**src/hdl/lge_ram.sv**
```systemverilog
// generic single-write, single-read ram with registered read data
`default_nettype none

module lge_ram #(
  parameter int WIDTH = 64,
  parameter int DEPTH = 64
) (
  input  wire logic                     clk,
  input  wire logic                     we,
  input  wire logic [$clog2(DEPTH)-1:0] waddr,
  input  wire logic [WIDTH-1:0]         wdata,
  input  wire logic                     re,
  input  wire logic [$clog2(DEPTH)-1:0] raddr,
  output      logic [WIDTH-1:0]         rdata
);

  logic [WIDTH-1:0] mem [DEPTH];

  // write port
  always_ff @(posedge clk) begin
    if (we) begin
      mem[waddr] <= wdata;
    end
  end

  // registered read port
  always_ff @(posedge clk) begin
    if (re) begin
      rdata <= mem[raddr];
    end
  end

endmodule

`default_nettype wire

```
**config.mk**
```make
export PLATFORM = sky130hd
export DESIGN_NAME = lge_ram
export DESIGN_NICKNAME = d
export VERILOG_FILES = /design/src/hdl/lge_ram.sv
export SDC_FILE = /design/constraint.sdc
export NUM_CORES = 2
export LEC_CHECK = 0
export BUFFER_PORTS_ARGS = -buffer_cell sky130_fd_sc_hd__buf_2
export CAP_MARGIN = 40
export CORE_ASPECT_RATIO = 0.9
export CORE_MARGIN = 3
export CORE_UTILIZATION = 50
export CTS_CLUSTER_SIZE = 16
export DETAILED_ROUTE_END_ITERATION = 16
export PLACE_DENSITY = 0.79
export SLEW_MARGIN = 15
export SYNTH_ARGS = -nofsm -noshare
export SYNTH_HDL_FRONTEND = slang
export SYNTH_SLANG_ARGS = --single-unit
```
**constraint.sdc**
```tcl
create_clock -name clk -period 5.66 [get_ports clk]
set_input_delay 0.566 -clock clk [delete_from_list [all_inputs] [get_ports clk]]
set_output_delay 0.566 -clock clk [all_outputs]
set_load 0.03 [all_outputs]
```
==> flow_summary.json <==
{
  "outcome": "finished clean",
  "cts_buffer_depth": 4,
  "worst_clock_skew_ns": 0.0855,
  "p_per_area_nw_per_um2": 355,
  "die_w_um": 597,
  "rr_endpoint": "rdata[54]",
  "drc": 0,
  "seq_area_sq_um": 125000,
  "reg2reg_slack_ns": 3.21,
  "fillers": 20200,
  "rows": 194,
  "setup.worst_path.end_class": "flip-flop",
  "ant_nets": 0,
  "place_ws_ns": 1.85,
  "slew_headroom_pct": 25.6,
  "grt_pass1_wl_um": 646000,
  "crit_path_top_delay_cell": "nor2b_4",
  "crit_start": "raddr[2]",
  "drv_slew": 0,
  "rsz0062_at_grt": "no",
  "fin_nets": 7203,
  "cts_made_buffers": 391,
  "reg2reg_depth": 5,
  "dr.pass1.iters": 6,
  "cts_root_buffer": "clkbuf_16",
  "cts.clk_slew.worst_paths_ns": 0.07,
  "viasPerCell": 7.06,
  "required_ns": 6.33,
  "yosysTopAreaCellShare_pct": 79.6,
  "initial_core_util_pct": 50.4,
  "hold_start": "wdata[18]",
  "worstPathMaxFanout": 82,
  "wl_per_cell_um": 40.1,
  "vias": 81700,
  "total_power_mw": 63.7,
  "cp_top_family": "simple AND/OR/NAND/NOR gates",
  "tightestPinTransition_ns": 1.12,
  "peakVddDrop_v": 0.000354,
  "min_path_type": "primary input to flip-flop",
  "start_kind": "primary input",
  "multi_input_area_sq_um": 30800,
  "syn_nets": 6677,
  "fmax_mhz": 331,
  "seq_area_frac_synth_pct": 79.6,
  "antenna_found_initial": 47,
  "hold_viol_final": 0,
  "hold_depth": 1,
  "cp_num_buf_inv": 2,
  "ioPinCount": 143,
  "hold_path_end": "mem[60][18]",
  "grt_pass1_vias": 82900,
  "setup_viol": 0,
  "place_congestion": 0.821,
  "core_region_area_sq_um": 311000,
  "cap_viol_max_count": 0,
  "synth_cells": 6598,
  "max_stage_delay_ns": 0.85,
  "die_y_um": 538,
  "cts_num_sinks": 4160,
  "worst_slack_ns": 2.64,
  "syn_to_final_growth_pct": 14.2,
  "yosys-top-cells-area": "edfxtp_1 (80%), mux4_2 (15%), mux2i_1 (0.86%), a22oi_1 (0.80%), buf_2 (0.54%)",
  "clk_latency_ns": 0.94,
  "r2r-start": "mem[63][54]",
  "ys_types": 32,
  "grt_max_degree": 85,
  "cts_tree": "yes",
  "place.port_buffers": 142,
  "drive_gt1_share_pct": 29.2,
  "dieArea_sq_um": 321000,
  "leakage_nw": 55.9,
  "htreeDepth": 5,
  "fin_tns_setup_ns": 0,
  "finalCriticalPeriod_ns": 3.02,
  "avgSynthCellArea_sq_um": 23.8,
  "wl_um": 464000,
  "synth_warnings": 0,
  "grt.overflow.total": 0,
  "syn_area_sq_um": 157000,
  "synth-seq-cells": 4160,
  "synth_top_cell_by_area": "edfxtp_1",
  "finalCritPeriodShare_pct": 53.4,
  "crit_chain": "buf_8 -> nor2b_4 -> buf_12 -> a22oi_1 -> and3_1 -> a211oi_1",
  "critPathArrivalTime_ns": 3.69,
  "drt_iter0_markers": 16000,
  "crit_type": "primary input to flip-flop",
  "grt.total_usage_pct": 28.7,
  "hpwlAfterDp_um": 232000
}
cell usage after synthesis (all sizes together):
library cell  count
nor2b            28
mux2i           135
buf             230
a31o              1
a211oi           63
edfxtp         4160
a31oi            18
nand2            58
or2              28
a41oi            26
and2              3
and3             64
clkbuf          140
a22o             88
nand4             2
mux4           1024
nand4b            1
or3              29
inv              19
o221ai           38
o22ai            83
a2bb2oi          19
nand2b           11
nor3              2
nand3b            2
nor2            112
a22oi           168
nand3            45
or3b              1
state kept, by name, indices dropped and copies added (netlist names):
register and flops:
mem 4096, rdata 64
timing repair:
action                                 4_1_cts  5_1_grt
buffers inserted                             0        0
endpoints found under the hold margin       97        9
gates resized for setup                      0        0
hold buffers                                13        2
worst max-delay path by stage:
stage,endpoint,slack [ns],depth (start not counted)
floorplan,mem[39][0],1.06,4
global placement,rdata[49],1.70,6
detailed placement,rdata[49],1.85,7
CTS,rdata[49],2.82,7
global route,rdata[49],2.70,7
finish,rdata[49],2.64,6
worst register-to-register path, cell delays in order, from the launching register on:
cell and delay [ns]:
edfxtp_1 0.38, mux4_2 0.50, mux2i_1 0.35, o22ai_1 0.28, a31oi_1 0.59, a211oi_1 0.10
kinds of logic (layout without fill, tap and decap cells):
family                 Yosys count  count (layout)  share of synthesized area [%]
AND/OR/NAND/NOR                386             386                           1.23
flip-flops                    4160            4160                           79.6
multiplexers                  1159            1159                           15.6
AO/OA/AOI/OAI                  504             504                           2.47
other                            0              30                              0
buffers and inverters          389            1221                           1.18
metal layers:
layer / track usage [%] / routed length (um) / vias to the layer above
li1: - / - / 29600
met1: 36.6 / 143000 / 41700
met2: 44.2 / 217000 / 8635
met3: 7.73 / 70300 / 1761
met4: 17.8 / 33600 / 34
met5: 0 / 238 / -
stage by stage:
stage / instances / area [sq um] / hold WS [ns] / util (%)
floorplan: 6598 / 157000 / 0.665 / -
global placement: 10700 / 164000 / 0.905 / 52.8
detailed placement: 10800 / 166000 / 0.899 / 53.3
CTS: 11500 / 179000 / 0.00223 / 57.4
global route: 11600 / 179000 / 0.0134 / 57.5
finish: 11600 / 179000 / 0.0125 / 57.5
power by group:
group | switching, mW | internal, mW
clock | 11.6 | 14.5
sequential | 0.154 | 34.2
combinational | 2.09 | 1.20
cell usage in the layout (no fill, tap or decap), drive strengths merged, types with 26 or more instances in the layout:
master	instances
mux4	1024
nand3	45
a22oi	168
a41oi	26
o22ai	83
or2	28
clkinv	178
clkbuf	463
edfxtp	4160
nor2	112
bufinv	37
inv	29
or3	29
buf	486
a211oi	63
o221ai	38
nand2	58
and3	64
a22o	88
mux2i	135
diode	30
nor2b	28
cell type report:
type	count	area share, %
Tap cell	4116	2.87
Inverter	19	0.0398
Antenna cell	30	0.0419
Multi-Input combinational cell	2049	17.2
Timing Repair Buffer	503	3.24
Clock inverter	238	1.28
Sequential cell	4160	69.7
Clock buffer	461	5.64
No activity file was read; power rests on OpenSTA's default activity.
