===== config.mk =====
export PLATFORM = sky130hd
export DESIGN_NAME = lge_cell
export DESIGN_NICKNAME = d
export VERILOG_FILES = /design/src/hdl/lge_pkg.sv /design/src/hdl/lge_cell.sv
export SDC_FILE = /design/constraint.sdc
export NUM_CORES = 1
export LEC_CHECK = 0
export ABC_AREA = 1
export BUFFER_PORTS_ARGS = -buffer_cell sky130_fd_sc_hd__buf_4
export CAP_MARGIN = 30
export CORE_AREA = 4 4 41 43
export CTS_CLUSTER_SIZE = 12
export DETAILED_ROUTE_END_ITERATION = 16
export DIE_AREA = 0 0 45 47
export PLACE_DENSITY = 0.57
export SETUP_SLACK_MARGIN = 0.05
export SLEW_MARGIN = 30
export SYNTH_ARGS = -nofsm -noshare
export SYNTH_HDL_FRONTEND = slang
export SYNTH_SLANG_ARGS = --single-unit

===== constraint.sdc =====
create_clock -name clk -period 6.1 [get_ports clk]
set_input_delay 0.61 -clock clk [delete_from_list [all_inputs] [get_ports clk]]
set_output_delay 0.61 -clock clk [all_outputs]
set_load 0.005 [all_outputs]

===== src/hdl/lge_pkg.sv =====
// shared types and constants for the life grid engine
`default_nettype none

package lge_pkg;

  // action codes of an input beat
  localparam logic [1:0] ACT_TOGGLE = 2'd0;
  localparam logic [1:0] ACT_STEP   = 2'd1;
  localparam logic [1:0] ACT_READ   = 2'd2;

  // configuration register indexes
  localparam int CFG_IDX_W = 2;
  localparam int CFG_W     = 7;
  localparam logic [CFG_IDX_W-1:0] CFG_IDX_WIDTH  = 2'd0;
  localparam logic [CFG_IDX_W-1:0] CFG_IDX_HEIGHT = 2'd1;

  // reset value of both grid dimensions
  localparam logic [CFG_W-1:0] GRID_DIM_RST = 7'd64;

  // payload widths fixed by the interface
  localparam int ROW_BITS_W = 64;
  localparam int GEN_W      = 32;

  // B3/S23 neighbour counts
  localparam logic [3:0] BIRTH_COUNT   = 4'd3;
  localparam logic [3:0] SURVIVE_COUNT = 4'd2;

  // three-row window of one column
  typedef struct packed {
    logic up;
    logic mid;
    logic dn;
  } win_t;

  // control shared by every cell of the chain
  typedef struct packed {
    logic clear;
    logic shift;
  } cell_ctl_t;

endpackage

`default_nettype wire


===== src/hdl/lge_cell.sv =====
// one column cell: holds a three-row window and applies the B3/S23 rule
`default_nettype none

module lge_cell (
  input  wire logic              clk,
  input  wire lge_pkg::cell_ctl_t ctl,
  input  wire logic              bit_in,
  input  wire logic              col_en,
  input  wire lge_pkg::win_t     left,
  input  wire lge_pkg::win_t     right,
  output      lge_pkg::win_t     win,
  output      logic              next_bit
);

  import lge_pkg::*;

  win_t       win_r;
  logic [3:0] ncount;

  // window shifts down by one row per beat of the sweep
  always_ff @(posedge clk) begin
    if (ctl.clear) begin
      win_r <= '0;
    end else if (ctl.shift) begin
      win_r.up  <= win_r.mid;
      win_r.mid <= win_r.dn;
      win_r.dn  <= bit_in;
    end
  end

  // live neighbours from this column and both adjacent cells
  assign ncount = 4'(left.up) + 4'(left.mid) + 4'(left.dn)
                + 4'(win_r.up) + 4'(win_r.dn)
                + 4'(right.up) + 4'(right.mid) + 4'(right.dn);

  assign next_bit = col_en &
                    ((ncount == BIRTH_COUNT) || (win_r.mid && (ncount == SURVIVE_COUNT)));
  assign win      = win_r;

endmodule

`default_nettype wire


==> results.json, run 1 <==
{
  "synthAdderAreaFrac_pct": 39.00,
  "relSlewSlack_pct": 89.41,
  "worstSetupStartpoint": "left[0]",
  "period_needed_ns": 4.021,
  "areaGrowthSynthToFinish_pct": 49.79,
  "nFillCells": 158,
  "synthDistinctLibCells": 8,
  "initial_utilization_pct": 23.17,
  "numCtsBuffers": 3,
  "core_area_um2": 1301,
  "muxShareOfSynthArea_pct": 0,
  "r2r_slack_ns": 5.42,
  "p_leak_nw": 0.2538,
  "h-tree-depth": 1,
  "cp-start-kind": "input pin",
  "end_kind": "output pin",
  "cts_tree": "yes",
  "num_rows": 13,
  "r2r-start": "win[0]",
  "clk_pin_slew_ns": 0.04,
  "worst_slew_pin_slew_ns": 0.1579,
  "clk_path_buf_depth": 2,
  "synth-seq-area-share_pct": 19.92,
  "die_x_um": 45,
  "cts_hold_buffers": 0,
  "fin_ws_ns": 2.079,
  "tns_ns": 0,
  "max_freq_mhz": 248.7,
  "drt.antenna.violating_nets": 0,
  "drive_above_1_share_pct": 28.81,
  "finalHoldViolations": 0,
  "crit_arrival_ns": 3.41,
  "grt_use_total_pct": 6.825,
  "avgViaCountPerCell": 3.770,
  "drc": 0,
  "required_ns": 5.49,
  "worstRegToRegCells": 2,
  "grt_start_max_net_pins": 6,
  "fin_skew_ns": 0.0003923,
  "critPathKind": "in -> out",
  "grt_overflow": 0,
  "wl_um": 607,
  "synth_compound_area_share_pct": 7.469,
  "grt_pass1_vias": 273,
  "wire_per_inst_um": 8.203,
  "syn_avg_cell_area_um2": 7.355,
  "postPlaceCellArea_um2": 425.4,
  "netlist_instances": 41,
  "dp_hpwl_um": 506.5,
  "dieArea_um2": 2115,
  "vias": 279,
  "final_area_um2": 451.7,
  "grt_pass1_wl_mm": 1.000,
  "dp.cells": 70,
  "fin_nets": 78,
  "pre_cts_ws_ns": 2.066,
  "clkLatencyLatePin_ns": 0.23,
  "rsz0062_at_grt": "false",
  "antenna_found_initial": 0,
  "io_pins": 15,
  "r2r_end": "win[1]",
  "setup_viol": 0,
  "drv_cap": 0,
  "powerDensity_nw_per_um2": 209.5,
  "largest_reg_flops": 3,
  "cts_setup_buffers": 0,
  "cp_max_fo": 2,
  "endpoint": "next_bit",
  "place_congestion": 0.6084,
  "portBuffers": 14,
  "antenna_cells": 0,
  "synth_xor_area_share_pct": 0,
  "cts.root.buffer_cell": "clkbuf_4",
  "drtIter0Drc": 3,
  "final_cells": 74,
  "hold_path_class": "reg -> reg",
  "fp.dieH_um": 47,
  "outcome": "finished clean",
  "min_period_over_period_pct": 65.92,
  "slew_violations": 0,
  "syn_nets": 59,
  "synth_area_um2": 301.5,
  "clkSinkCount": 3,
  "synth_top_family_by_area": "adder cells",
  "layout_common_cells": "14 x inv_1, 14 x buf_4, 8 x nand2_1",
  "peakVddDrop_mv": 0.04915,
  "cts.repair.resized": 0,
  "synthSimpleGateAreaFrac_pct": 16.18,
  "yosys_warnings": 0,
  "synth-seq-cells": 3,
  "dr.pass1.iters": 2
}
## cells in the mapped netlist
cell type,number,area share [%]
fa_1,4,27
ha_1,3,12
nand2_1,8,10
nor2_1,5,6.2
a21oi_1,3,5.0
inv_1,14,17
a211oi_1,1,2.5
dfxtp_1,3,20
## worst max-delay path, cell delays in order
cell	delay, ns
buf_4	0.07
inv_1	0.04
fa_1	0.55
fa_1	0.44
fa_1	0.49
inv_1	0.04
ha_1	0.21
fa_1	0.54
nand2_1	0.05
nor2_1	0.10
nand2_1	0.06
nor2_1	0.10
buf_4	0.12
## cell families (layout without fill, tap and decap cells)
family	Yosys count	in the layout
DFF	3	3
buffers and inverters	14	32
and+or+nand+nor	13	13
adders and majority gates	7	7
AOI/OAI and AO/OA	4	4
## per-stage QoR
step / power (mW) / hold slack [ns] / util, %
after global routing: 0.1056 / 0.5038 / 34.71
after floorplan: 0.04677 / 0.4619 / -
after CTS: 0.09676 / 0.4754 / 34.71
final: 0.09464 / 0.4701 / 34.71
after global placement: 0.05999 / 0.4625 / 32.69
after detailed placement: 0.06059 / 0.4701 / 32.69
## worst min-delay path by stage
stage / from / end / slack (ns) / cells after the start
after detailed placement: win[0] / win[0] / 0.47 / 2
final: win[0] / win[0] / 0.47 / 2
after global routing: win[0] / win[0] / 0.50 / 2
after CTS: win[0] / win[0] / 0.48 / 2
after floorplan: win[0] / win[0] / 0.46 / 2
after global placement: win[0] / win[0] / 0.46 / 2
## final cells by class
cell class | instances | area, um2 | share of cell area [%]
clock buffers | 4 | 26.28 | 5.817
repair buffers | 14 | 105.1 | 23.27
flip-flops and latches | 3 | 60.06 | 13.30
inverters | 14 | 52.55 | 11.63
well taps | 15 | 18.77 | 4.155
multi-input cells | 24 | 188.9 | 41.83
## where the power goes
group          leakage (nW)  switching, mW  internal (mW)
sequential           0.0246       0.000865         0.0207
combinational         0.214         0.0185         0.0196
clock                0.0150         0.0104         0.0245
total                 0.254         0.0298         0.0649
## per-layer routing
layer | routed length (um) | part of all wire [%] | global-route usage [%] | vias to the layer above
met2 | 282 | 46 | 10.73 | 9
met5 | 0 | 0 | 0 | -
met1 | 249 | 41 | 7.373 | 115
met4 | 28 | 4.6 | 8.772 | 0
met3 | 47 | 7.7 | 0.3831 | 2
li1 | - | - | - | 153
Power figures use the tool's default switching activity.
==> run 2, diff against run 1 <==
==> constraint.sdc (replaced) <==
create_clock -name clk -period 3.7 [get_ports clk]
set_input_delay 0.37 -clock clk [delete_from_list [all_inputs] [get_ports clk]]
set_output_delay 0.37 -clock clk [all_outputs]
set_load 0.005 [all_outputs]
==> run 2 against run 1 <==
Effect of this change: utilization increased by 0.19 points; clock power increased by 66%; via count increased by 5.7%; clock-buffer cell count unchanged; sequential power increased by 64%; hold slack got worse by 0.16 ns; clock skew increased by 0.0044 ns; power increased by 66%; final cell count unchanged; first-iteration DRC count decreased by 33%; wire length increased by 0.66%; highest routed layer is now met3.
==> results.json, run 2 (synthesis gave the netlist of run 1 again) <==
{
  "outcome": "finished clean",
  "clkLatencyLatePin_ns": 0.23,
  "crit_slowest_cell": "fa_1",
  "numCtsBuffers": 3,
  "relSlewSlack_pct": 87.67,
  "cp-start-kind": "input pin",
  "p_sw_uw": 49.79,
  "portBuffers": 14,
  "antenna_cells": 0,
  "grt_start_max_net_pins": 6,
  "nFillCells": 156,
  "areaGrowthSynthToFinish_pct": 50.62,
  "drtIter0Drc": 2,
  "clk_pin_slew_ns": 0.04,
  "core_area_um2": 1301,
  "critPathKind": "in -> out",
  "swShare_pct": 31.66,
  "dieArea_um2": 2115,
  "rsz0062_at_grt": "false",
  "crit_buf_inv": 4,
  "whs_path_depth": 2,
  "hold_path_class": "in -> reg",
  "powerDensity_nw_per_um2": 346.3,
  "holdWs_ns": 0.3095,
  "min_period_over_period_pct": 94.47,
  "die_x_um": 45,
  "worst_slew_pin_slew_ns": 0.1838,
  "worstRegToRegCells": 2,
  "tns_ns": 0,
  "setup_viol": 0,
  "crit_arrival_ns": 3.13,
  "io_pins": 15,
  "p_seq_share_pct": 22.6,
  "hold_start": "ctl[1]",
  "drt.antenna.violating_nets": 0,
  "fin_ws_ns": 0.2046,
  "grt_overflow": 0,
  "peakVddDrop_mv": 0.07454,
  "dp_hpwl_um": 526.4,
  "combPwrFrac_pct": 40.5,
  "clk_path_buf_depth": 2,
  "r2r_end": "win[1]",
  "fin_nets": 78,
  "r2r-start": "win[0]",
  "place_congestion": 0.5911,
  "drc": 0,
  "multi_input_area_um2": 191.4,
  "crit_family": "adder cells",
  "wl_um": 611,
  "initial_utilization_pct": 23.17,
  "cts.root.buffer_cell": "clkbuf_4",
  "max_freq_mhz": 286.1,
  "antenna_found_initial": 0,
  "slew_violations": 0,
  "p_leak_nw": 0.2522,
  "cp_common_cell": "fa_1",
  "fin_skew_ns": 0.004754,
  "intPower_uw": 107.5,
  "cts_tree": "yes",
  "layout_common_cells": "14 x inv_1, 14 x buf_4, 8 x nand2_1",
  "pre_cts_ws_ns": 0.1538,
  "finalHoldViolations": 0,
  "required_ns": 3.33,
  "hold_end": "win[2]",
  "crit_chain": "buf_4 -> inv_1 -> fa_1 -> fa_1 -> fa_1 -> inv_1 -> ha_2 -> fa_1 -> nand2_1 -> nor2_1 -> nand2_1 -> nor2_1 -> buf_4",
  "h-tree-depth": 1,
  "dr.pass1.iters": 4,
  "clkSinkCount": 3,
  "num_rows": 13,
  "period_needed_ns": 3.495,
  "grt_pass1_wl_um": 952,
  "drv_cap": 0,
  "r2r_slack_ns": 3.00,
  "critPathMaxStageDelay_ns": 0.55,
  "largest_reg_flops": 3,
  "clkPwrFrac_pct": 37.0,
  "grt_pass1_vias": 261,
  "fp.dieH_um": 47,
  "avgViaCountPerCell": 3.986,
  "grt_use_total_pct": 6.111,
  "drive_above_1_share_pct": 30.51,
  "vias": 295,
  "regArea_um2": 60.06,
  "cp_max_fo": 2,
  "end_kind": "output pin",
  "wire_per_inst_um": 8.257
}
run 2: worst max-delay path by stage:
stage                 start       end  slack, ns  cells after the start
CTS                 left[0]  next_bit       0.14                     13
global route        left[0]  next_bit       0.06                     13
detailed placement  left[0]  next_bit       0.15                     13
global placement    left[0]  next_bit       0.16                     13
finish              left[0]  next_bit       0.20                     13
floorplan           left[0]  next_bit       0.43                     11
run 2: power groups by stage:
stage	Combinational [mW]	Clock, mW	Sequential [mW]
5_1_grt	0.0771	0.0626	0.0358
6_report	0.0637	0.0581	0.0355
3_5_place_dp	0.0640	0	0.0361
2_1_floorplan	0.0411	0	0.0360
3_3_place_gp	0.0620	0	0.0361
4_1_cts	0.0644	0.0602	0.0355
run 2: metrics by stage:
stage	area (um2)	instances	power [mW]	utilization, %
finish	454.2	74	0.1573	34.90
global placement	425.4	70	0.09804	32.69
detailed placement	425.4	70	0.1001	32.69
floorplan	301.5	41	0.07710	-
global route	454.2	74	0.1754	34.90
CTS	451.7	74	0.1601	34.71
run 2: worst reg2reg max path: cells and delay by family, from the launching register on:
kind,cells,cell delay (ns)
flops,1,0.34
compound gates,1,0.20
buf+inv,1,0.08
run 2: timing repair:
item	CTS	global route
resized for setup	0	1
buffers inserted	0	0
hold buffers	0	0
endpoints found under the setup margin	0	1
run 2: final cells by class:
| cell class | instances | share of cell area [%] |
|---|---|---|
| clock buffers | 4 | 5.785 |
| repair buffers | 14 | 23.14 |
| inverters | 14 | 11.57 |
| multi-input cells | 24 | 42.15 |
| flip-flops and latches | 3 | 13.22 |
| well taps | 15 | 4.132 |
run 2: metal layers:
| metal | part of all wire [%] | GRT usage, % | vias up |
|---|---|---|---|
| met4 | 0 | 3.509 | 0 |
| met1 | 40 | 8.295 | 131 |
| li1 | - | - | 153 |
| met2 | 50 | 8.475 | 11 |
| met5 | 0 | 0 | - |
| met3 | 9.5 | 1.916 | 0 |
==> run 3, diff against run 2 <==
--- a/config.mk
+++ b/config.mk
@@ -12,6 +12,7 @@
 export CTS_CLUSTER_SIZE = 12
 export DETAILED_ROUTE_END_ITERATION = 16
 export DIE_AREA = 0 0 45 47
+export GPL_TIMING_DRIVEN = 0
 export PLACE_DENSITY = 0.57
 export SETUP_SLACK_MARGIN = 0.05
 export SLEW_MARGIN = 30
==> constraint.sdc (replaced) <==
create_clock -name clk -period 3.7 [get_ports clk]
set_input_delay 0.925 -clock clk [delete_from_list [all_inputs] [get_ports clk]]
set_output_delay 0.925 -clock clk [all_outputs]
set_load 0.005 [all_outputs]
==> run 3 against run 2 <==
Effect of this change: the flow now finishes with violations (setup timing); setup slack got worse by 1.0 ns; sequential power hardly changed; global-route usage is 1.3 points higher; critical endpoint unchanged; die area did not move; critical path depth is the same; clock power grew 0.9%; clock-buffer cell count unchanged; largest cell class unchanged; via count decreased by 2.4%; final area rose by 3.3%; clock skew down 0.0039 ns; critical path type unchanged; hold slack better by 0.17 ns; highest routed layer unchanged.
==> results.json, run 3 (synthesis gave the netlist of run 1 again) <==
{
  "slew_violations": 0,
  "antenna_cells": 0,
  "layout_common_cells": "13 x inv_1, 13 x buf_4, 8 x nand2_1",
  "peakVddDrop_mv": 0.1783,
  "p_leak_nw": 0.2572,
  "dr.pass1.iters": 4,
  "rsz0062_at_grt": "true",
  "place_congestion": 0.6551,
  "crit_slowest_cell": "fa_1",
  "finalPower_uw": 159.1,
  "relSlewSlack_pct": 89.09,
  "min_period_over_period_pct": 122.0,
  "hold_path_class": "reg -> reg",
  "crit_chain": "buf_8 -> inv_8 -> fa_1 -> fa_1 -> fa_1 -> inv_1 -> ha_2 -> fa_1 -> nand2_1 -> nor2_1 -> nand2_1 -> nor2_1 -> buf_4",
  "die_x_um": 45,
  "clkLatencyLatePin_ns": 0.23,
  "crit_buf_inv": 4,
  "fin_skew_ns": 0.0008777,
  "antenna_found_initial": 0,
  "cts.root.buffer_cell": "clkbuf_4",
  "worst_slew_pin_slew_ns": 0.1626,
  "grt_use_total_pct": 7.387,
  "finalHoldViolations": 0,
  "max_freq_mhz": 221.6,
  "fp.dieH_um": 47,
  "num_rows": 13,
  "initial_utilization_pct": 23.17,
  "drc": 0,
  "powerDensity_nw_per_um2": 339.1,
  "drive_above_1_share_pct": 32.20,
  "cp_common_cell": "fa_1",
  "crit_family": "adder cells",
  "setup_viol": 1,
  "wl_um": 602,
  "io_pins": 15,
  "cts_hold_buffers": 0,
  "drt.antenna.violating_nets": 0,
  "fin_ws_ns": -0.8133,
  "dp_hpwl_um": 520.8,
  "critPathKind": "in -> out",
  "grt_pass1_wl_mm": 1.062,
  "grt_start_max_net_pins": 6,
  "cp_max_fo": 2,
  "crit_arrival_ns": 3.59,
  "grt_overflow": 0,
  "drtIter0Drc": 5,
  "outcome": "finished, violations left",
  "wire_per_inst_um": 8.135,
  "violations": "setup timing",
  "dieArea_um2": 2115,
  "core_area_um2": 1301,
  "clkSinkCount": 3,
  "fin_nets": 78,
  "clk_pin_slew_ns": 0.04,
  "period_needed_ns": 4.513,
  "required_ns": 2.77,
  "areaGrowthSynthToFinish_pct": 55.60,
  "portBuffers": 14,
  "holdWs_ns": 0.4746,
  "cp-start-kind": "input pin",
  "drv_cap": 0,
  "vias": 288,
  "cts_setup_buffers": 0,
  "r2r_slack_ns": 3.02,
  "avgViaCountPerCell": 3.892,
  "end_kind": "output pin",
  "largest_reg_flops": 3,
  "numCtsBuffers": 3,
  "cts_tree": "yes",
  "critPathMaxStageDelay_ns": 0.54,
  "clk_path_buf_depth": 2,
  "h-tree-depth": 1,
  "grt_pass1_vias": 276
}
run 3: area by class of cell:
class                      count  area, um2
clock buffer                   4      26.28
fill                         147      832.0
inverter                      14      60.06
multi-input combinational     24      191.4
sequential                     3      60.06
tap                           15      18.77
timing repair buffer          14      112.6
run 3: path summary, 6_finish.rpt:
kind                  from       end  depth (start not counted)
setup / recovery  right[0]  next_bit                         13
hold / removal      win[2]    win[2]                          2
setup reg to reg    win[0]    win[1]                          2
hold reg to reg     win[2]    win[2]                          2
run 3: timing repair:
action	in CTS	in global routing
pin swaps	2	0
setup endpoints to repair	1	1
hold endpoints to repair	0	0
gates resized for setup	2	0
run 3: per-stage QoR:
stage | worst slack (ns) | setup TNS, ns | instances | utilization [%] | instance area [um2]
2_1_floorplan | -0.6101 | -0.6101 | 41 | - | 311.5
3_3_place_gp | -0.9037 | -0.9037 | 70 | 33.46 | 435.4
3_5_place_dp | -0.9184 | -0.9184 | 70 | 33.46 | 435.4
4_1_cts | -0.8435 | -0.8435 | 74 | 36.06 | 469.2
5_1_grt | -0.9666 | -0.9666 | 74 | 36.06 | 469.2
6_report | -0.8133 | -0.8133 | 74 | 36.06 | 469.2
run 3: power breakdown:
| part | switching [mW] | total (mW) | internal [mW] | leakage (nW) |
|---|---|---|---|---|
| clock | 0.0181 | 0.0586 | 0.0405 | 0.0150 |
| combinational | 0.0313 | 0.0650 | 0.0337 | 0.218 |
| sequential | 0.00135 | 0.0355 | 0.0342 | 0.0246 |
| total | 0.0507 | 0.159 | 0.108 | 0.257 |
run 3: layer usage:
metal  GRT usage (%)  share of wire [%]
met2           9.605                 36
met1           9.007                 46
met3           7.663                 18
met5               0                  0
met4               0                  0
run 3: worst register-to-register path: stages (launching register included):
cell and delay [ns]:
dfxtp_1 0.34, inv_1 0.08, a211oi_1 0.18
